<file path="config.mk">
export PLATFORM = sky130hd
export DESIGN_NAME = fcu_mac
export DESIGN_NICKNAME = d
export VERILOG_FILES = /design/src/rtl/fcu_pkg.sv /design/src/rtl/fcu_mac.sv
export SDC_FILE = /design/constraint.sdc
export NUM_CORES = 1
export LEC_CHECK = 0
export ABC_AREA = 1
export ABC_CLOCK_PERIOD_IN_PS = 5900
export BUFFER_PORTS_ARGS = -buffer_cell sky130_fd_sc_hd__buf_2
export CAP_MARGIN = 20
export CORE_UTILIZATION = 50
export CTS_BUF_LIST = sky130_fd_sc_hd__clkbuf_8
export DETAILED_ROUTE_END_ITERATION = 7
export GPL_ROUTABILITY_DRIVEN = 0
export PLACE_DENSITY = 0.66
export SETUP_SLACK_MARGIN = 0.3
export SYNTH_ARGS = -nofsm -noshare
export SYNTH_HDL_FRONTEND = slang
export SYNTH_SLANG_ARGS = --single-unit
</file>
<file path="constraint.sdc">
create_clock -name clk -period 5.9 [get_ports clk]
set_input_delay 0.59 -clock clk [delete_from_list [all_inputs] [get_ports clk]]
set_output_delay 0.59 -clock clk [all_outputs]
set_load 0.02 [all_outputs]
</file>
<file path="src/rtl/fcu_pkg.sv">
// ----------------------------------------------------------------------------
// fcu_pkg
// Types and constants of the circular-buffer FIR filter.
// ----------------------------------------------------------------------------
package fcu_pkg;

	localparam int TAPS   = 128;
	localparam int ADDR_W = $clog2(TAPS);
	localparam int SMP_W  = 16;
	localparam int TIDX_W = 7;
	localparam int PROD_W = 2 * SMP_W;
	localparam int ACC_W  = PROD_W + ADDR_W;
	localparam int FRAC   = SMP_W - 1;
	localparam int RND_W  = ACC_W + 1 - FRAC;

	typedef logic signed [SMP_W-1:0]  sample_t;
	typedef logic [ADDR_W-1:0]        addr_t;
	typedef logic [TIDX_W-1:0]        tidx_t;
	typedef logic signed [PROD_W-1:0] prod_t;
	typedef logic signed [ACC_W-1:0]  acc_t;

	localparam logic ACTION_FILTER = 1'b0;
	localparam logic ACTION_COEF   = 1'b1;

	localparam sample_t SAT_MAX = {1'b0, {(SMP_W-1){1'b1}}};
	localparam sample_t SAT_MIN = {1'b1, {(SMP_W-1){1'b0}}};

	typedef struct packed {
		logic vld;
		logic first;
		logic last;
	} mac_ctrl_t;

endpackage

</file>
<file path="src/rtl/fcu_mac.sv">
// ----------------------------------------------------------------------------
// fcu_mac
// Registered multiply, wide accumulate, round half up and saturate to Q1.15.
// ----------------------------------------------------------------------------
module fcu_mac (
	input  logic              clk,
	input  logic              arst_n,
	input  fcu_pkg::mac_ctrl_t ctrl_s1,
	input  fcu_pkg::sample_t  x_s1,
	input  fcu_pkg::sample_t  c_s1,
	output logic              done,
	output fcu_pkg::sample_t  filtered,
	output logic              clipped
);
	import fcu_pkg::*;

	mac_ctrl_t               ctrl_s2;
	prod_t                   prod_s2;
	acc_t                    acc_q;
	logic                    done_q;
	logic signed [ACC_W:0]   biased;
	logic signed [RND_W-1:0] rounded;
	logic [RND_W-SMP_W:0]    hi_bits;
	logic                    in_range;

	always_ff @(posedge clk or negedge arst_n) begin
		if (!arst_n) begin
			ctrl_s2 <= '0;
			done_q  <= 1'b0;
		end else begin
			ctrl_s2 <= ctrl_s1;
			done_q  <= ctrl_s2.vld && ctrl_s2.last;
		end
	end

	always_ff @(posedge clk) begin
		prod_s2 <= x_s1 * c_s1;
		if (ctrl_s2.vld) begin
			acc_q <= (ctrl_s2.first ? acc_t'(0) : acc_q) + ACC_W'(prod_s2);
		end
	end

	// add half an LSB, then floor by an arithmetic shift
	always_comb begin
		biased   = {acc_q[ACC_W-1], acc_q} + (ACC_W+1)'(1 << (FRAC - 1));
		rounded  = biased[ACC_W:FRAC];
		hi_bits  = rounded[RND_W-1:SMP_W-1];
		in_range = (&hi_bits) || !(|hi_bits);
	end

	assign done     = done_q;
	assign clipped  = !in_range;
	assign filtered = in_range ? rounded[SMP_W-1:0]
		: (rounded[RND_W-1] ? SAT_MIN : SAT_MAX);

endmodule

</file>
==> results of run 1 <==
-- per-stage QoR --
stage	cell area (µm²)	instances
6_report	17300	2601
5_1_grt	17300	2601
4_1_cts	17100	2599
3_5_place_dp	16900	2583
3_3_place_gp	16900	2583
2_1_floorplan	16100	2146
-- cells in the mapped netlist --
cell        n  area share, %
nand2_1   501             12
nand3b_1    3           0.14
a21oi_1    74            2.3
xor2_1     56            3.1
inv_1     580             14
dfrtp_1     4           0.62
clkbuf_1   60            1.4
dfxtp_1    32            4.0
o21ai_0    47            1.5
nor3_1     14           0.44
a31oi_1    10           0.39
a21boi_0    3           0.14
o211ai_1    1          0.047
a21o_1     12           0.56
edfxtp_1   39            7.3
nand2_4     2           0.14
and2_1      1          0.039
or2_2       8           0.31
xor2_2      1           0.10
nor3_2      2           0.12
nand3_2     1          0.062
o21bai_1    9           0.42
nand3_1    57            1.8
inv_2       1          0.023
buf_1       1          0.023
nand3_4     1           0.11
nor2_4      3           0.21
ha_1      121            9.4
nand2_2    25           0.98
xnor2_1    21            1.1
fa_1      263             33
a221oi_1    1          0.055
nor2_1    169            4.0
nand4_1    10           0.39
and3_1      3           0.12
buf_12      1           0.12
nor4_1      2          0.078
nor2_2      6           0.23
buf_6       1          0.070
-- final timing paths --
| path | depth (start not counted) | to | from | slack, ns |
|---|---|---|---|---|
| min in group clk | 1 | ctrl_s2[1] | ctrl_s1[1] | 0.33 |
| worst max register to register | 12 | acc_q[26] | ctrl_s2[1] | 2.57 |
| worst max-delay path | 22 | prod_s2[28] | x_s1[15] | 0.44 |
| worst min-delay path | 1 | ctrl_s2[1] | arst_n | 0.01 |
| max in group asynchronous | 1 | ctrl_s2[2] | arst_n | 5.78 |
| worst min register to register | 2 | done | ctrl_s2[0] | 0.44 |
-- metal layers --
| layer | global-route usage [%] | wire length (µm) | up-vias |
|---|---|---|---|
| met5 | 0 | 0 | - |
| met4 | 5.53 | 762 | 0 |
| met3 | 2.06 | 1560 | 50 |
| met2 | 45.9 | 19500 | 305 |
| met1 | 33.6 | 17300 | 6494 |
| li1 | - | - | 6370 |
-- flip-flops by register name, indices dropped and copies added, names as in the netlist --
name and count:
acc_q 39, ctrl_s2 3, done 1, prod_s2 32
-- cell families (layout without fill, tap and decap cells) --
| group | Yosys count | count (layout) | synth area share, % |
|---|---|---|---|
| buf+inv | 644 | 697 | 15.2 |
| xor+xnor | 78 | 78 | 4.31 |
| flops | 75 | 75 | 11.9 |
| fa+ha+maj | 384 | 384 | 42.3 |
| compound gates | 157 | 157 | 5.39 |
| simple gates | 808 | 808 | 20.8 |
-- what timing repair did --
| action | CTS | global route |
|---|---|---|
| gates resized for setup | 3 | 52 |
| setup buffers | 0 | 2 |
| endpoints found under the setup margin | 1 | 13 |
| pin swaps | 0 | 10 |
-- layout make-up --
class	count	area share, %
tap	402	2.90
multi-input combinational	1427	68.5
inverter	581	12.6
timing repair buffer	100	3.87
clock inverter	7	0.397
sequential	75	11.0
clock buffer	9	0.715
==> run summary, run 1 <==
Die Width -> 181 µm
Register area share after synthesis -> 11.9%
Area Growth Syn to Fin -> 8.12%
Setup WS post-layout -> 0.437 ns
Cts-stage hold buffer count -> 0
I/O Buffers -> 54
Drt drc -> 0
WP data arrival -> 5.73 ns
Worst min path class -> input port to asynchronous set/reset pin
Hold Fails Final Rpt -> 0
Initial drt markers -> 688
Gr usage total -> 25.5%
Initial antenna violation count -> 0
Most frequent cells in the layout -> inv_1 (577), nand2_1 (497), fa_1 (259)
Post-Place Setup Slack -> -0.110 ns
Vias in the first global route -> 14000
CTS clk-pin slew, worst paths -> 0.08 ns
Min Hold Slack -> 0.0107 ns
Via count -> 13200
Die Area -> 32800 µm²
Storage element area -> 1910 µm²
Routed WL -> 39200 µm
Syn nets -> 2567
Max Fanout on Critical Path -> 10
First-pass GRT wire length -> 67500 µm
Diodes inserted -> 0
Deepest clock path buffer count -> 2
RSZ-0062 raised after global routing -> true
Yosys warnings -> 0
Finished Core Util -> 54.9%
Wire per inst -> 15.1 µm
Worst path bufs/invs -> 8
Fin Setup TNS -> 0 ns
Worst slew pin tran -> 0.691 ns
Cell mode on critical path -> fa_1
Leading cell type in the layout, fill and taps excluded -> inv_1
Req. time, crit path -> 6.16 ns
Min Tclk post-route -> 5.46 ns
Status -> complete, no violations
Synthesized area -> 16000 µm²
Crit path kind -> input port to flip-flop
Worst-path cell chain -> buf_4 -> buf_4 -> nand2_1 -> inv_1 -> buf_4 -> fa_1 -> inv_1 -> fa_1 -> inv_1 -> fa_1 -> fa_1 -> fa_1 -> inv_1 -> fa_1 -> inv_1 -> ha_2 -> nand2_2 -> nor2_1 -> nand2_1 -> or2_2 -> nand4_1 -> nand2_1
FMAX -> 0.183 GHz
Top cell family by delay on the critical path -> adder cells
CP endpoint kind -> flip-flop
Syn Area/Cell -> 7.47 µm²
Largest net degree at the start of global routing -> 41
TritonRoute pass-1 iters -> 5
Fin Clk Skew -> 0.0251 ns
Filler cells -> 3055
Final nets -> 2615
Clock sinks -> 75
Slowest CP cell -> fa_1
Number of CTS-inserted buffers -> 9
Final setup viols -> 0
Relative slew slack -> 53.4%
IO Pins -> 55
H-tree depth -> 3
CP peak stage delay -> 0.55 ns
Post-route ant nets -> 0
Gate Count Post-Synth -> 2146
Maxcap violations -> 0
Fin crit share -> 92.6%
Vias per cell -> 5.08
Type of origin of the critical path -> input port
TritonCTS clock tree -> done
Starting Density -> 50.8%
Clock Latency Late Sink -> 0.38 ns
Total grt overflow -> 0
Detail Placement HPWL -> 33600 µm
Row count -> 65
Root buf cell -> clkbuf_8
Core area -> 31600 µm²
Slew Viols, Final -> 0
Synth unique cells -> 39
Share of cells above drive strength 1 -> 9.19%
Die Height -> 181 µm
Multi-input logic area -> 11900 µm²
Count of state elements after synthesis -> 75
Power of run 1 is not shown: default switching activity piles up to over one toggle a cycle in this logic, so the estimate is an artifact.
==> run 2: changes to the inputs <==
--- a/config.mk
+++ b/config.mk
@@ -5,7 +5,6 @@
 export SDC_FILE = /design/constraint.sdc
 export NUM_CORES = 1
 export LEC_CHECK = 0
-export ABC_AREA = 1
 export ABC_CLOCK_PERIOD_IN_PS = 5900
 export BUFFER_PORTS_ARGS = -buffer_cell sky130_fd_sc_hd__buf_2
 export CAP_MARGIN = 20
@@ -13,7 +12,7 @@
 export CTS_BUF_LIST = sky130_fd_sc_hd__clkbuf_8
 export DETAILED_ROUTE_END_ITERATION = 7
 export GPL_ROUTABILITY_DRIVEN = 0
-export PLACE_DENSITY = 0.66
+export PLACE_DENSITY = 0.67
 export SETUP_SLACK_MARGIN = 0.3
 export SYNTH_ARGS = -nofsm -noshare
 export SYNTH_HDL_FRONTEND = slang
==> run 2 against run 1 <==
Net effect:
- the flow now finishes with violations (negative setup slack)
- non-clock buffer count rose by 108
- final cell count fell by 16%
- synthesized cell count fell by 24%
- critical path type unchanged
- critical path depth did not move
- largest cell class unchanged
- worst setup slack got worse by 0.45 ns
- critical endpoint is now prod_s2[31]
- sequential share of layout area barely moved
- die area fell by 7.4%
- via count fell by 16%
- register-to-register slack got worse by 0.46 ns
- first-iteration DRC count fell by 13%
==> run summary, run 2 <==
Syn nets -> 2047 (was 2567)
Wire per inst -> 14.7 µm (was 15.1 µm)
Syn Area/Cell -> 9.12 µm² (was 7.47 µm²)
Top cells by count, synth -> inv_1 (336), fa_1 (263), nand2_1 (155) (was inv_1 (580), nand2_1 (501), fa_1 (263))
DR WL met3 -> 945 µm (was 1560 µm)
Fin crit share -> 100% (was 92.6%)
Largest cells by area after synthesis -> fa_1 (36%), ha_1 (10%), inv_1 (8.5%) (was fa_1 (33%), inv_1 (14%), nand2_1 (12%))
CP endpoint kind -> flip-flop (unchanged)
Crit path kind -> input port to flip-flop (unchanged)
Violated checks -> negative setup slack
Synth unique cells -> 67 (was 39)
Initial antenna violation count -> 0 (unchanged)
Max reg flops -> 39 (unchanged)
FMAX -> 0.169 GHz (was 0.183 GHz)
H-tree depth -> 3 (unchanged)
IO Pins -> 55 (unchanged)
Total grt overflow -> 0 (unchanged)
Final setup viols -> 1 (was 0)
Largest net degree at the start of global routing -> 41 (unchanged)
Type of origin of the critical path -> input port (unchanged)
Count leader, synth -> inv_1 (unchanged)
Hold Fails Final Rpt -> 0 (unchanged)
I/O Buffers -> 54 (unchanged)
Deepest clock path buffer count -> 2 (unchanged)
RSZ-0062 raised after global routing -> true (unchanged)
Routed WL -> 32000 µm (was 39200 µm)
Synthesized area -> 14800 µm² (was 16000 µm²)
Core area -> 28900 µm² (was 31600 µm²)
Post-DP Area -> 16700 µm² (was 16900 µm²)
WL met2 -> 15100 µm (was 19500 µm)
Post-route ant nets -> 0 (unchanged)
Req. time, crit path -> 6.19 ns (was 6.16 ns)
Clock sinks -> 75 (unchanged)
Yosys top cell area share -> 35.5% (was 32.8%)
Root buf cell -> clkbuf_8 (unchanged)
Die Area -> 30300 µm² (was 32800 µm²)
Maxcap violations -> 0 (unchanged)
Routed length on met1 -> 15600 µm (was 17300 µm)
Gr usage total -> 22.1% (was 25.5%)
Slew Viols, Final -> 0 (unchanged)
Yosys warnings -> 0 (unchanged)
Largest area contributor in the netlist -> fa_1 (unchanged)
Status -> finished with violations (was complete, no violations)
Count of state elements after synthesis -> 75 (unchanged)
Die Height -> 174 µm (was 181 µm)
Gate Count Post-Synth -> 1626 (was 2146)
Placed insts -> 2152 (was 2583)
Min Tclk post-route -> 5.91 ns (was 5.46 ns)
WP data arrival -> 6.20 ns (was 5.73 ns)
Worst min path class -> input port to flip-flop (was input port to asynchronous set/reset pin)
Post-synth EDFFs -> 39 (unchanged)
Finished Cell Area -> 17300 µm² (about the same)
Vias per cell -> 5.09 (was 5.08)
Final nets -> 2216 (was 2615)
Finished Core Util -> 59.7% (was 54.9%)
Drt drc -> 0 (unchanged)
Row count -> 62 (was 65)
Largest registers -> acc_q x39, prod_s2 x32, ctrl_s2 x3 (unchanged)
Clock Latency Late Sink -> 0.36 ns (was 0.38 ns)
Most frequent cells in the layout -> inv_1 (326), fa_1 (252), nand2_1 (149) (was inv_1 (577), nand2_1 (497), fa_1 (259))
Initial drt markers -> 599 (was 688)
Max Fanout on Critical Path -> 11 (was 10)
Die Width -> 174 µm (was 181 µm)
Worst slew pin tran -> 0.689 ns (was 0.691 ns)
Fin Clk Skew -> 0.0147 ns (was 0.0251 ns)
Via count -> 11100 (was 13200)
First-pass GRT wire length -> 55000 µm (was 67500 µm)
Fin Setup TNS -> -0.0129 ns (was 0 ns)
CTS clk-pin slew, worst paths -> 0.09 ns (was 0.08 ns)
Non-Filler Instances -> 2184 (was 2601)
TritonCTS clock tree -> done (unchanged)
Area Growth Syn to Fin -> 16.5% (was 8.12%)
Detail Placement HPWL -> 27900 µm (was 33600 µm)
Leading cell type in the layout, fill and taps excluded -> inv_1 (unchanged)
Vias in the first global route -> 11600 (was 14000)
Most flop-heavy register -> acc_q (unchanged)
Relative slew slack -> 54.0% (was 53.4%)
Setup WS post-layout -> -0.0129 ns (was 0.437 ns)
Highest metal used -> met4 (unchanged)
Share of cells above drive strength 1 -> 17.2% (was 9.19%)
TritonRoute pass-1 iters -> 5 (unchanged)
Register area share after synthesis -> 12.9% (was 11.9%)
Async set-reset flop share out of synthesis -> 5.33% (unchanged)
Starting Density -> 51.2% (was 50.8%)
Number of CTS-inserted buffers -> 9 (unchanged)
Diodes inserted -> 0 (unchanged)
Dominant synthesized flop cell -> edfxtp_1 (unchanged)
Filler cells -> 2497 (was 3055)
[run 2: cell types whose count changed in the layout (fill, tap and decap cells not counted), moves of 35 or more]
cell and delta:
nor2b_1 +45, xnor2_1 +39, and2_1 +115, xor2_1 -35
inv_1 -251, buf_4 +98, nand2_1 -348, nor2_1 -103
[run 2: kinds of logic after synthesis]
family                   Yosys count  share of synthesized area, %
multiplexers                      17                          1.16
XOR/XNOR                          81                          4.79
flip-flops                        75                          12.9
AND/OR/NAND/NOR                  494                          17.1
adder cells (fa/ha/maj)          384                          45.7
AO/OA/AOI/OAI                    189                          8.46
buffers and inverters            386                          9.89
[run 2: worst paths after layout]
kind,from,to,slack [ns],cells after the start
max,x_s1[8],prod_s2[31],-0.01,22
min,ctrl_s1[1],ctrl_s2[1],0.33,1
max reg2reg,ctrl_s2[1],acc_q[37],2.11,11
min reg2reg,ctrl_s2[0],done,0.48,1
max in group asynchronous,arst_n,ctrl_s2[0],5.24,2
min in group asynchronous,arst_n,ctrl_s2[1],0.54,2
[run 2: per-stage QoR]
step | setup WS [ns] | hold WS [ns]
final | -0.0129 | 0.327
after floorplan | -0.255 | 0.294
after CTS | -0.00724 | 0.309
after global placement | -0.469 | 0.393
after detailed placement | -0.504 | 0.402
after global routing | -0.171 | 0.305
[run 2: critical path, stage by stage]
cell and delay [ns]:
buf_4 0.15, buf_6 0.17, nand2_1 0.11, fa_1 0.56, inv_1 0.05, fa_1 0.49
fa_1 0.58, fa_1 0.44, fa_1 0.53, inv_2 0.04, fa_1 0.51, inv_2 0.05
ha_4 0.24, a21o_1 0.17, a21o_1 0.20, a21oi_1 0.14, o21ai_2 0.11, a2111oi_4 0.37
nor3b_2 0.11, a311o_1 0.34, a21oi_2 0.14, xnor2_1 0.13
[run 2: layout make-up]
class	instances	area, µm²	share of cell area, %
Clock inverter	7	63.8	0.370
Inverter	336	1260	7.31
Timing Repair Buffer	208	1620	9.38
Sequential cell	75	1910	11.1
Multi-Input combinational cell	1165	11800	68.4
Clock buffer	9	124	0.718
Tap cell	384	480	2.78
[run 2: per-layer routing]
metal / vias up / track usage (%)
li1: 5407 / -
met1: 5417 / 31.1
met2: 250 / 37.6
met3: 32 / 1.51
met4: 0 / 4.71
met5: - / 0
[run 2: what timing repair did]
action | in CTS | in global routing
setup buffers | 2 | 13
endpoints found under the hold margin | 4 | 0
endpoints found under the setup margin | 7 | 12
resized for setup | 43 | 44
pin swaps | 41 | 44
hold buffers | 1 | 0
Power of run 2 is left out for the same reason.
